**src/rtl/core/time_weighted_tail_accumulator_unit_assert.svh**
```systemverilog
// ----------------------------------------------------------------------------
// Assertion macros for the time-weighted tail accumulator
// Implication checks on i_clk, off while i_rst_n is low.
// ----------------------------------------------------------------------------
`ifndef TIME_WEIGHTED_TAIL_ACCUMULATOR_UNIT_ASSERT_SVH
`define TIME_WEIGHTED_TAIL_ACCUMULATOR_UNIT_ASSERT_SVH

// same-cycle implication
`define TWTA_ASSERT_NOW(lbl, ante, cons, msg) \
    lbl: assert property (@(posedge i_clk) disable iff (!i_rst_n) (ante) |-> (cons)) \
        else $error(msg);

// next-cycle implication
`define TWTA_ASSERT_NXT(lbl, ante, cons, msg) \
    lbl: assert property (@(posedge i_clk) disable iff (!i_rst_n) (ante) |=> (cons)) \
        else $error(msg);

`endif

```
**src/rtl/core/twta_pkg.sv**
```systemverilog
// ----------------------------------------------------------------------------
// twta_pkg
// Widths, limits and codes of the time-weighted tail accumulator.
// ----------------------------------------------------------------------------
package twta_pkg;

    localparam int MAX_BUCKET_BLOCKS = 4096;

    // field widths
    localparam int SIZE_W  = 13;
    localparam int BIDX_W  = 28;
    localparam int BLK_W   = 40;
    localparam int EXP_W   = 36;
    localparam int HOLD_W  = 48;
    localparam int TOK_W   = 16;
    localparam int EACC_W  = 48;
    localparam int HACC_W  = 61;
    localparam int TACC_W  = 28;
    localparam int WACC_W  = 13;

    // stream widths
    localparam int IN_DATA_W  = 168;
    localparam int OUT_DATA_W = 152;
    localparam int OUT_PAD_W  = OUT_DATA_W - (EACC_W + HACC_W + TACC_W + WACC_W);

    // internal widths
    localparam int POS_W  = BLK_W + 1;   // bucket low and end block
    localparam int LEN_W  = 13;          // span length, at most MAX_BUCKET_BLOCKS
    localparam int TRI_W  = 23;          // len*(len-1)/2
    localparam int HALF_W = HOLD_W / 2;  // holding operand is split in halves
    localparam int MA_W   = 36;
    localparam int MB_W   = 24;
    localparam int PROD_W = MA_W + MB_W;

    typedef logic [LEN_W-1:0]  t_len;
    typedef logic [POS_W-1:0]  t_pos;
    typedef logic [PROD_W-1:0] t_prod;

    // sequencer states
    localparam logic [2:0] S_IDLE  = 3'd0;
    localparam logic [2:0] S_LO    = 3'd1;
    localparam logic [2:0] S_CHK   = 3'd2;
    localparam logic [2:0] S_LEN   = 3'd3;
    localparam logic [2:0] S_RUN   = 3'd4;
    localparam logic [2:0] S_DRAIN = 3'd5;
    localparam logic [2:0] S_FIN   = 3'd6;

    // multiplier operations within one span
    localparam logic [2:0] OP_TRI  = 3'd0;
    localparam logic [2:0] OP_EXP  = 3'd1;
    localparam logic [2:0] OP_HLO  = 3'd2;
    localparam logic [2:0] OP_HHI  = 3'd3;
    localparam logic [2:0] OP_TOK  = 3'd4;
    localparam logic [2:0] OP_HTRI = 3'd5;

    // spans
    localparam logic [1:0] SPAN_DEL = 2'd0;  // old tail, removed
    localparam logic [1:0] SPAN_OLD = 2'd1;  // old sample, real span
    localparam logic [1:0] SPAN_NEW = 2'd2;  // new sample, tail to end block

endpackage

```
**src/rtl/core/time_weighted_tail_accumulator_unit.sv**
```systemverilog
// ----------------------------------------------------------------------------
// time_weighted_tail_accumulator_unit
// Four time-weighted sums of one bucket, kept filled to the bucket end block.
// ----------------------------------------------------------------------------
// One word is taken at a time and the input is not ready until its result is
// in the output register. A single 36x24 multiplier, reused under a small
// sequencer, sets the pace: six products per span (triangle number, exposure,
// two holding halves, tokens, slope times triangle). A dropped word skips the
// spans, a word with no tail held (first word of a bucket) runs only the new
// span and any other word runs all three, and the next word is also held back
// while the previous result waits on the output. The bucket size register may
// be written only while the block is idle; its ready is always high.
module time_weighted_tail_accumulator_unit (
    input  logic                              i_clk,
    input  logic                              i_rst_n,
    // bucket_index, event_block, exposure, holding_exposure, token_count
    input  logic [twta_pkg::IN_DATA_W-1:0]    s_axis_tdata,
    // start_bucket
    input  logic [0:0]                        s_axis_tuser,
    input  logic                              s_axis_tvalid,
    output logic                              s_axis_tready,
    // exposure_time_sum, holding_time_sum, token_time_sum, weight_sum, zero pad
    output logic [twta_pkg::OUT_DATA_W-1:0]   m_axis_tdata,
    // rejected
    output logic [0:0]                        m_axis_tuser,
    output logic                              m_axis_tvalid,
    input  logic                              m_axis_tready,
    input  logic                              i_cfg_valid,
    output logic                              o_cfg_ready,
    input  logic [twta_pkg::SIZE_W-1:0]       i_cfg_data
);
    import twta_pkg::*;

    logic [2:0]          r_state, n_state;
    logic [SIZE_W-1:0]   r_cfg_size;
    logic [SIZE_W-1:0]   r_size;
    logic [SIZE_W-1:0]   size_eff;

    logic [BIDX_W-1:0]   r_in_bidx;
    logic [BLK_W-1:0]    r_in_blk;
    logic [EXP_W-1:0]    r_in_exp;
    logic [HOLD_W-1:0]   r_in_hold;
    logic [TOK_W-1:0]    r_in_tok;

    logic                r_tail_valid;
    logic [BLK_W-1:0]    r_prev_blk;
    logic [EXP_W-1:0]    r_prev_exp;
    logic [HOLD_W-1:0]   r_prev_hold;
    logic [TOK_W-1:0]    r_prev_tok;

    logic [EACC_W-1:0]   r_exp_acc;
    logic [HACC_W-1:0]   r_hold_acc;
    logic [TACC_W-1:0]   r_tok_acc;
    logic [WACC_W-1:0]   r_wgt_acc;

    t_pos                r_end;
    logic                r_rej;
    t_len                r_l_del, r_l_old, r_l_new;
    logic [TRI_W-1:0]    r_tri;
    logic [1:0]          r_span;
    logic [2:0]          r_op;

    t_prod               r_prod;
    logic                r_pv;
    logic [2:0]          r_pkind;
    logic                r_psub;

    logic                r_ovalid;
    logic [EACC_W-1:0]   r_o_exp;
    logic [HACC_W-1:0]   r_o_hold;
    logic [TACC_W-1:0]   r_o_tok;
    logic [WACC_W-1:0]   r_o_wgt;
    logic                r_o_rej;

    logic                in_take;
    logic                out_free;
    t_pos                lo_pos;
    t_pos                blk_pos;
    t_pos                prev_pos;
    logic                rej_now;
    logic [EXP_W-1:0]    span_exp;
    logic [HOLD_W-1:0]   span_hold;
    logic [TOK_W-1:0]    span_tok;
    t_len                span_len;
    t_len                span_lm1;
    logic [MA_W-1:0]     mul_a;
    logic [MB_W-1:0]     mul_b;
    t_prod               mul_p;
    logic [HACC_W-1:0]   hold_add;

    assign in_take       = s_axis_tvalid && s_axis_tready;
    assign s_axis_tready = (r_state == S_IDLE);
    assign out_free      = !r_ovalid || m_axis_tready;
    assign o_cfg_ready   = 1'b1;

    // 0 acts as 1, anything above the maximum acts as the maximum
    always_comb begin
        priority if (r_cfg_size == '0) begin
            size_eff = SIZE_W'(1);
        end else if (r_cfg_size > SIZE_W'(MAX_BUCKET_BLOCKS)) begin
            size_eff = SIZE_W'(MAX_BUCKET_BLOCKS);
        end else begin
            size_eff = r_cfg_size;
        end
    end

    assign lo_pos   = r_prod[POS_W-1:0];
    assign blk_pos  = {1'b0, r_in_blk};
    assign prev_pos = {1'b0, r_prev_blk};
    assign rej_now  = r_rej || (blk_pos > r_end) || (r_tail_valid && (prev_pos > r_end));

    // operands of the span in work
    always_comb begin
        if (r_span == SPAN_NEW) begin
            span_exp  = r_in_exp;
            span_hold = r_in_hold;
            span_tok  = r_in_tok;
        end else begin
            span_exp  = r_prev_exp;
            span_hold = r_prev_hold;
            span_tok  = r_prev_tok;
        end
        unique case (r_span)
            SPAN_DEL: span_len = r_l_del;
            SPAN_OLD: span_len = r_l_old;
            SPAN_NEW: span_len = r_l_new;
            default:  span_len = '0;
        endcase
        span_lm1 = (span_len == '0) ? '0 : span_len - LEN_W'(1);
    end

    // shared multiplier operand selection
    always_comb begin
        mul_a = '0;
        mul_b = '0;
        if (r_state == S_LO) begin
            mul_a = MA_W'(r_in_bidx);
            mul_b = MB_W'(r_size);
        end else begin
            unique case (r_op)
                OP_TRI: begin
                    mul_a = MA_W'(span_len);
                    mul_b = MB_W'(span_lm1);
                end
                OP_EXP: begin
                    mul_a = span_exp;
                    mul_b = MB_W'(span_len);
                end
                OP_HLO: begin
                    mul_a = MA_W'(span_hold[HALF_W-1:0]);
                    mul_b = MB_W'(span_len);
                end
                OP_HHI: begin
                    mul_a = MA_W'(span_hold[HOLD_W-1:HALF_W]);
                    mul_b = MB_W'(span_len);
                end
                OP_TOK: begin
                    mul_a = MA_W'(span_tok);
                    mul_b = MB_W'(span_len);
                end
                OP_HTRI: begin
                    mul_a = span_exp;
                    mul_b = MB_W'(r_tri);
                end
                default: begin
                    mul_a = '0;
                    mul_b = '0;
                end
            endcase
        end
    end

    assign mul_p = PROD_W'(mul_a) * PROD_W'(mul_b);

    // holding addend: low half as is, high half shifted up, slope term
    always_comb begin
        unique case (r_pkind)
            OP_HLO:  hold_add = HACC_W'(r_prod);
            OP_HHI:  hold_add = {r_prod[HACC_W-HALF_W-1:0], {HALF_W{1'b0}}};
            OP_HTRI: hold_add = HACC_W'(r_prod[EXP_W+TRI_W-1:0]);
            default: hold_add = '0;
        endcase
    end

    always_comb begin
        n_state = r_state;
        unique case (r_state)
            S_IDLE:  if (in_take) n_state = S_LO;
            S_LO:    n_state = S_CHK;
            S_CHK:   n_state = S_LEN;
            S_LEN:   n_state = rej_now ? S_FIN : S_RUN;
            S_RUN:   if (r_op == OP_HTRI && r_span == SPAN_NEW) n_state = S_DRAIN;
            S_DRAIN: n_state = S_FIN;
            S_FIN:   if (out_free) n_state = S_IDLE;
            default: n_state = S_IDLE;
        endcase
    end

    // control and accumulators
    always_ff @(posedge i_clk) begin
        if (!i_rst_n) begin
            r_state      <= S_IDLE;
            r_cfg_size   <= SIZE_W'(1);
            r_tail_valid <= 1'b0;
            r_exp_acc    <= '0;
            r_hold_acc   <= '0;
            r_tok_acc    <= '0;
            r_wgt_acc    <= '0;
            r_pv         <= 1'b0;
            r_ovalid     <= 1'b0;
        end else begin
            r_state <= n_state;
            r_pv    <= (r_state == S_RUN);

            if (i_cfg_valid && o_cfg_ready) begin
                r_cfg_size <= i_cfg_data;
            end

            // start of a bucket: drop tail and sums before this word
            if (in_take && s_axis_tuser[0]) begin
                r_tail_valid <= 1'b0;
                r_exp_acc    <= '0;
                r_hold_acc   <= '0;
                r_tok_acc    <= '0;
                r_wgt_acc    <= '0;
            end

            if (r_state == S_RUN && r_op == OP_TRI) begin
                r_wgt_acc <= (r_span == SPAN_DEL) ? r_wgt_acc - WACC_W'(span_len)
                                                  : r_wgt_acc + WACC_W'(span_len);
            end

            if (r_pv) begin
                unique case (r_pkind)
                    OP_EXP: begin
                        r_exp_acc <= r_psub ? r_exp_acc - r_prod[EACC_W-1:0]
                                            : r_exp_acc + r_prod[EACC_W-1:0];
                    end
                    OP_TOK: begin
                        r_tok_acc <= r_psub ? r_tok_acc - r_prod[TACC_W-1:0]
                                            : r_tok_acc + r_prod[TACC_W-1:0];
                    end
                    OP_HLO, OP_HHI, OP_HTRI: begin
                        r_hold_acc <= r_psub ? r_hold_acc - hold_add : r_hold_acc + hold_add;
                    end
                    default: begin
                    end
                endcase
            end

            if (r_state == S_FIN && out_free) begin
                r_ovalid <= 1'b1;
                if (!r_rej) begin
                    r_tail_valid <= 1'b1;
                end
            end else if (m_axis_tready) begin
                r_ovalid <= 1'b0;
            end
        end
    end

    // datapath, no reset
    always_ff @(posedge i_clk) begin
        if (in_take) begin
            r_in_bidx <= s_axis_tdata[27:0];
            r_in_blk  <= s_axis_tdata[67:28];
            r_in_exp  <= s_axis_tdata[103:68];
            r_in_hold <= s_axis_tdata[151:104];
            r_in_tok  <= s_axis_tdata[167:152];
            r_size    <= size_eff;
        end

        if (r_state == S_LO || r_state == S_RUN) begin
            r_prod  <= mul_p;
            r_pkind <= r_op;
            r_psub  <= (r_span == SPAN_DEL);
        end

        if (r_state == S_CHK) begin
            r_end <= lo_pos + POS_W'(r_size);
            r_rej <= (blk_pos < lo_pos) ||
                     (r_tail_valid && ((prev_pos < lo_pos) || (r_in_blk < r_prev_blk)));
        end

        if (r_state == S_LEN) begin
            r_rej   <= rej_now;
            r_l_del <= LEN_W'(r_end - prev_pos);
            r_l_old <= LEN_W'(blk_pos - prev_pos);
            r_l_new <= LEN_W'(r_end - blk_pos);
            r_span  <= r_tail_valid ? SPAN_DEL : SPAN_NEW;
            r_op    <= OP_TRI;
        end

        // advance op, then span
        if (r_state == S_RUN) begin
            if (r_op == OP_HTRI) begin
                r_op   <= OP_TRI;
                r_span <= r_span + 2'd1;
            end else begin
                r_op <= r_op + 3'd1;
            end
        end

        if (r_pv && r_pkind == OP_TRI) begin
            r_tri <= r_prod[TRI_W:1];
        end

        if (r_state == S_FIN && out_free) begin
            r_o_exp  <= r_exp_acc;
            r_o_hold <= r_hold_acc;
            r_o_tok  <= r_tok_acc;
            r_o_wgt  <= r_wgt_acc;
            r_o_rej  <= r_rej;
            if (!r_rej) begin
                r_prev_blk  <= r_in_blk;
                r_prev_exp  <= r_in_exp;
                r_prev_hold <= r_in_hold;
                r_prev_tok  <= r_in_tok;
            end
        end
    end

    assign m_axis_tvalid = r_ovalid;
    assign m_axis_tdata  = {{OUT_PAD_W{1'b0}}, r_o_wgt, r_o_tok, r_o_hold, r_o_exp};
    assign m_axis_tuser  = r_o_rej;

    `include "time_weighted_tail_accumulator_unit_assert.svh"

    `TWTA_ASSERT_NOW(a_prod_in_run, r_pv, (r_state == S_RUN || r_state == S_DRAIN), "product pending outside the span sequence")
    `TWTA_ASSERT_NXT(a_rej_keeps_sums, (r_state == S_LEN && rej_now), ($stable(r_exp_acc) && $stable(r_hold_acc) && $stable(r_wgt_acc)), "dropped word changed the sums")
    `TWTA_ASSERT_NXT(a_fin_loads_out, (r_state == S_FIN && out_free), (m_axis_tvalid && r_state == S_IDLE), "finished word not moved to the output")

endmodule
```
**config.mk**
```make
export PLATFORM = sky130hd
export DESIGN_NAME = time_weighted_tail_accumulator_unit
export DESIGN_NICKNAME = d
export VERILOG_FILES = /design/src/rtl/core/twta_pkg.sv /design/src/rtl/core/time_weighted_tail_accumulator_unit.sv
export VERILOG_INCLUDE_DIRS = /design/src /design/src/rtl/core
export SDC_FILE = /design/constraint.sdc
export NUM_CORES = 2
export LEC_CHECK = 0
export ABC_CLOCK_PERIOD_IN_PS = 15500
export BUFFER_PORTS_ARGS = -buffer_cell sky130_fd_sc_hd__buf_4
export CORE_ASPECT_RATIO = 0.8
export CORE_MARGIN = 4
export CORE_UTILIZATION = 50
export DETAILED_ROUTE_END_ITERATION = 7
export PLACE_DENSITY = 0.7
export SETUP_SLACK_MARGIN = 0.02
export SLEW_MARGIN = 30
export SYNTH_ARGS = -nofsm -noshare
export SYNTH_HDL_FRONTEND = slang
export SYNTH_SLANG_ARGS = --single-unit
```
**constraint.sdc**
```tcl
create_clock -name i_clk -period 15.5 [get_ports i_clk]
set_input_delay 3.1 -clock i_clk [delete_from_list [all_inputs] [get_ports i_clk]]
set_output_delay 3.1 -clock i_clk [all_outputs]
set_load 0.005 [all_outputs]
```
== Word level (Yosys, flattened, before mapping) ==
Index checks and enable logic that the tools add are counted.

* Add/sub/neg operators: 15
* $mul: 1
* Divide/modulo/power cells: 0
* $lt $le $gt $ge: 6
* Equal/unequal tests: 21
* Shifts and indexed selects: 0
* Muxes and demuxes: 45
* Bitwise operators: 1
* Reductions and logical operators: 31

{| class="wikitable"
|+ Operator list
! cell !! count
|-
| 61-bit 2-to-1 mux || 4
|-
| 48-bit 2-to-1 mux || 5
|-
| 61-bit one-hot mux with 3 select lines || 1
|-
| 36-bit one-hot mux with 5 select lines || 1
|-
| 28-bit 2-to-1 mux || 4
|-
| 40-bit by 41-bit greater-than comparator with 1-bit output || 2
|-
| 40-bit by 41-bit less-than comparator with 1-bit output || 2
|-
| 36-bit 2-to-1 mux || 2
|-
| 23-bit one-hot mux with 3 select lines || 1
|-
| 13-bit 2-to-1 mux || 5
|-
| 61-bit adder || 1
|-
| 61-bit subtractor || 1
|-
| 36-bit by 24-bit multiplier with 60-bit output || 1
|-
| 13-bit subtractor || 4
|-
| 48-bit adder || 1
|-
| 48-bit subtractor || 1
|-
| 41-bit by 13-bit adder with 41-bit output || 1
|-
| 40-bit less-than comparator || 1
|-
| 13-bit one-hot mux with 3 select lines || 1
|-
| 28-bit adder || 1
|-
| 28-bit subtractor || 1
|-
| 13-bit logical NOT || 2
|-
| 23-bit 2-to-1 mux || 1
|-
| 3-bit == test (second input constant) || 7
|-
| other kinds (28) || 69
|}

* Register bits: 814
* Latch bits: 0
* Memory bits (writable): 0
* ROM bits: 0
* Bits of input ports: 187
* Output and inout port bits: 156
* Logic and storage cells: 156
* Memories kept: 0

== Logic depth before layout (Yosys ltp) ==
* Depth after elaboration: 7
* Mapped depth: 43
* Mapped depth without buffers: 41

== Least setup slack after synthesis ==
Ideal clock, no wire load.

* Kind: input port to flip-flop
* From: in m_axis_tready
* To: reg r_prev_blk[0], enable pin
* Library setup time: 0.658 ns
* Arrival: 16.140 ns
* Data required time: 14.842 ns
* Slack: -1.298 ns
* Stages on the path: 3
* Path buffers: 0
* Cell sequence: nand2b_1 -> nor2b_1 -> nor2b_1

* Cells in the longest elaborated chain, start to end: 3

{| class="wikitable"
|+ Ends and longest elaborated chain
! item !! RTL line !! RTL
|-
| start, declared || time_weighted_tail_accumulator_unit.sv:27 || <nowiki>input logic m_axis_tready,</nowiki>
|-
| 1-bit logical OR || time_weighted_tail_accumulator_unit.sv:93 || <nowiki>assign out_free = !r_ovalid || m_axis_tready;</nowiki>
|-
| 1-bit logical AND || time_weighted_tail_accumulator_unit.sv:308 || <nowiki>if (r_state == S_FIN && out_free) begin</nowiki>
|-
| 2-bit AND reduction (no line) || -- ||
|-
| end signal, assigned || time_weighted_tail_accumulator_unit.sv:315 || <nowiki>r_prev_blk <= r_in_blk;</nowiki>
|-
| end, declared || time_weighted_tail_accumulator_unit.sv:46 || <nowiki>logic [BLK_W-1:0] r_prev_blk;</nowiki>
|}

No other way between the ends.
A chain may end at the register's enable or synchronous reset.

== Worst setup path after layout ==
* From: reg r_span[0]
* To: reg r_prod[51], data pin

* Cells in the longest elaborated chain, start to end: 7
* Elaborated cells between the ends (all ways): 15
* Those cells by class: 1 x add/sub; 1 x mul; 2 x eq/ne; 9 x mux; 2 x reduce/logical

{| class="wikitable"
|+ Ends and longest elaborated chain
! item !! RTL line !! RTL
|-
| start, declared || time_weighted_tail_accumulator_unit.sv:60 || <nowiki>logic [1:0] r_span;</nowiki>
|-
| start signal, assigned || time_weighted_tail_accumulator_unit.sv:290 || <nowiki>r_span <= r_tail_valid ? SPAN_DEL : SPAN_NEW;</nowiki>
|-
| start signal, assigned || time_weighted_tail_accumulator_unit.sv:298 || <nowiki>r_span <= r_span + 2'd1;</nowiki>
|-
| 2-bit == test, or another cell as far along || time_weighted_tail_accumulator_unit.sv:114, time_weighted_tail_accumulator_unit.sv:123 ||
|-
| 13-bit one-hot mux with 3 select lines || time_weighted_tail_accumulator_unit.sv:123 || <nowiki>unique case (r_span)</nowiki>
|-
| 13-bit by 1-bit subtractor with 13-bit output or 13-bit logical NOT (tied branches) || time_weighted_tail_accumulator_unit.sv:129 || <nowiki>span_lm1 = (span_len == '0) ? '0 : span_len - LEN_W'(1);</nowiki>
|-
| 13-bit 2-to-1 mux || time_weighted_tail_accumulator_unit.sv:129 ||
|-
| 23-bit one-hot mux with 3 select lines || time_weighted_tail_accumulator_unit.sv:140 || <nowiki>unique case (r_op)</nowiki>
|-
| 23-bit 2-to-1 mux || time_weighted_tail_accumulator_unit.sv:136 || <nowiki>if (r_state == S_LO) begin</nowiki>
|-
| 36-bit by 24-bit multiplier with 60-bit output (*) || time_weighted_tail_accumulator_unit.sv:173 || <nowiki>assign mul_p = PROD_W'(mul_a) * PROD_W'(mul_b);</nowiki>
|-
| net mul_p[51] || time_weighted_tail_accumulator_unit.sv:88 || <nowiki>t_prod mul_p;</nowiki>
|-
| end signal, assigned || time_weighted_tail_accumulator_unit.sv:274 || <nowiki>r_prod <= mul_p;</nowiki>
|-
| end, declared || time_weighted_tail_accumulator_unit.sv:63 || <nowiki>t_prod r_prod;</nowiki>
|}

Mark *: on every way through the listed nets, which the timed path passes. The rest lies on a longest branch.

==> key figures <==
Status
  • Outcome: finished clean

Synth
  • Sequential fraction of the synthesis area: 31.5%
  • Post-synth ARST share: 0%
  • Synth Cell Area: 0.0722 mm^2
  • Cell variety after synth: 98
  • Ys flop type: edfxtp_1
  • Synth warnings: 0
  • Syn avg cell area: 9.70 um^2
  • Flops & latches, synth: 814
  • Syn Inst Count: 7445
  • Post-synth EDFFs: 643

Clock network
  • Clock Path Buffers: 3
  • Post-CTS resize count: 0
  • Clk_lat worst skew: 0.73 ns
  • CTS Hold Bufs: 0
  • H-Tree Depth: 3
  • TritonCTS Sinks: 814
  • Clk pin slew, worst setup/hold paths: 0.06 ns
  • CTS tree: done
  • Cts bufs inserted: 89
  • Setup bufs post-CTS: 0
  • Clk root buf: clkbuf_16

Timing
  • Fin Setup TNS: 0 ns
  • Relative slew slack: 31.7%
  • Clock Skew: 0.0368 ns
  • Crit share post-route: 74.6%
  • Tmin final: 11.57 ns
  • Hold Vio Cnt, Final: 0
  • Worst-margin pin slew: 1.02 ns
  • Unrepaired setup endpoints after global routing: no
  • Final-report max-slew violation count: 0
  • Achievable frequency: 86.4 MHz
  • Final setup fails: 0

Route
  • Via density: 5.95
  • Routed wire length: 239000 um
  • Iter 0 DRT Violations: 6128
  • Drt first pass iters: 8
  • Post-DR wirelength/cell: 24.9 um
  • Number of vias in the routed layout: 57.1k
  • DRT antenna net count: 0
  • DRC: 0

Global route
  • First-pass GRT wire length: 358000 um
  • GR Overflow Total: 0
  • Initial antenna violation count: 3
  • Largest net degree at the start of global routing: 90
  • Number of global-route vias before repair: 56.6k
  • Total track usage: 31.5%

Die
  • Die Wd: 433 um
  • Die Ht: 348 um
  • Core Box Area: 0.143 mm^2
  • # IOs: 343
  • Die area: 0.151 mm^2
  • FP Rows: 124
  • Initial Utilization: 50.4%

Critical path
  • Critical path class: reg -> reg
  • Largest stage delay on the critical path: 0.68 ns
  • Worst Path Max Fanout: 68
  • Startpoint Class: register
  • Data required, critical path: 15.95 ns
  • Crit-path slowest cell: a21o_1
  • CP arrival: 12.02 ns
  • Worst Setup End Kind: register

Finish
  • Fill cells: 12.6k
  • Ratio of cells with drive above 1 in the final layout: 9.31%
  • Fin cells: 9594
  • Final nets: 9116
  • P&R area growth vs syn: 10.2%

Min path
  • Worst Hold Class: reg -> reg

Place
  • HPWL Detailed: 187000 um
  • Dpl cells: 9424
  • Input/output buffers: 339
  • GP Congestion: 0.998

Job
  • Max-Cap Viols: 0
[Yosys cell counts (171+ instances only)]
cell | instances | area (um^2)
nand2_1 | 818 | 3070
edfxtp_1 | 643 | 19300
a21o_1 | 195 | 1460
ha_1 | 584 | 7310
dfxtp_1 | 171 | 3420
o21ai_0 | 253 | 1270
clkbuf_1 | 242 | 908
xnor2_1 | 229 | 2010
a21oi_1 | 377 | 1890
inv_1 | 1056 | 3960
nor2_1 | 621 | 2330
fa_1 | 720 | 14400
[registers in the layout (all words and copies together), names as in the netlist, 41 cells and up]
register     flops
r_o_hold        61
r_o_exp         48
r_end           41
r_hold_acc      61
r_exp_acc       48
r_prev_hold     48
r_prod          60
r_in_hold       48
[layout by cell type, fill, tap and decap left out, drive strengths merged, types with 109 or more instances in the layout]
cell type  synthesis  layout
o21ai            273     273
fa               720     720
dfxtp            171     171
a22oi            109     109
a21oi            382     382
nand3            131     131
xnor2            231     231
edfxtp           643     643
nand2            819     819
a21o             196     196
inv             1056    1064
clkbuf           243     129
buf              100     431
ha               584     584
nor2b            110     110
nor2             622     622
[final timing paths]
path | start | to | slack [ns] | cells past startpoint
worst min-delay path | r_in_hold[9] | r_prev_hold[9] | 0.45 | 0
worst max-delay path | r_span[0] | r_prod[51] | 3.93 | 40
worst min register to register | r_in_hold[9] | r_prev_hold[9] | 0.45 | 0
worst max register to register | r_span[0] | r_prod[51] | 3.93 | 40
[metal layers]
layer	wire length [um]	GRT usage [%]	vias to the layer above
met5	30	0	-
met4	11300	12.6	4
met3	27300	8.55	479
met2	102000	46.9	3208
met1	98700	43.8	27900
li1	-	-	25500
[through the flow]
stage	setup slack, ns	hold WS, ns	area (um^2)	util, %
finish	3.93	0.445	79600	55.6
global route	3.34	0.456	79600	55.6
CTS	3.99	0.435	79600	55.6
detailed placement	4.01	0.434	76600	53.5
global placement	4.17	0.431	76600	53.5
floorplan	1.46	0.420	72200	-
[critical path, delay by kind of cell, from the launching register on]
kind / cells / cell delay, ns
AOI/OAI and AO/OA: 10 / 2.86
xor gates and xnor gates: 1 / 0.10
adders and majority gates: 10 / 4.55
buffers and inverters: 8 / 1.15
DFF: 1 / 0.35
and+or+nand+nor: 11 / 2.21
[logic make-up (layout without fill, tap and decap cells)]
family	count (synthesis)	in the layout	share of synthesized area, %
compound gates	1427	1427	13.0
xor+xnor	332	332	4.05
fa+ha+maj	1304	1304	30.1
buf+inv	1399	1654	7.43
flops	814	814	31.5
mux	49	49	0.710
other cells	2	6	0.0104
simple gates	2118	2118	13.3
[area by class of cell]
type                       instances  area (um^2)  share of cell area [%]
clock buffer                     129         2650                    3.32
clock inverter                    38          354                   0.445
sequential                       814        22700                    28.6
timing repair buffer             431         3240                    4.06
inverter                        1056         3970                    4.98
antenna                            3         7.51                 0.00943
multi-input combinational       5233        44300                    55.7
tap                             1890         2360                    2.97
Power is not shown: default switching activity piles up to over one toggle a cycle in this logic, so the estimate is an artifact.
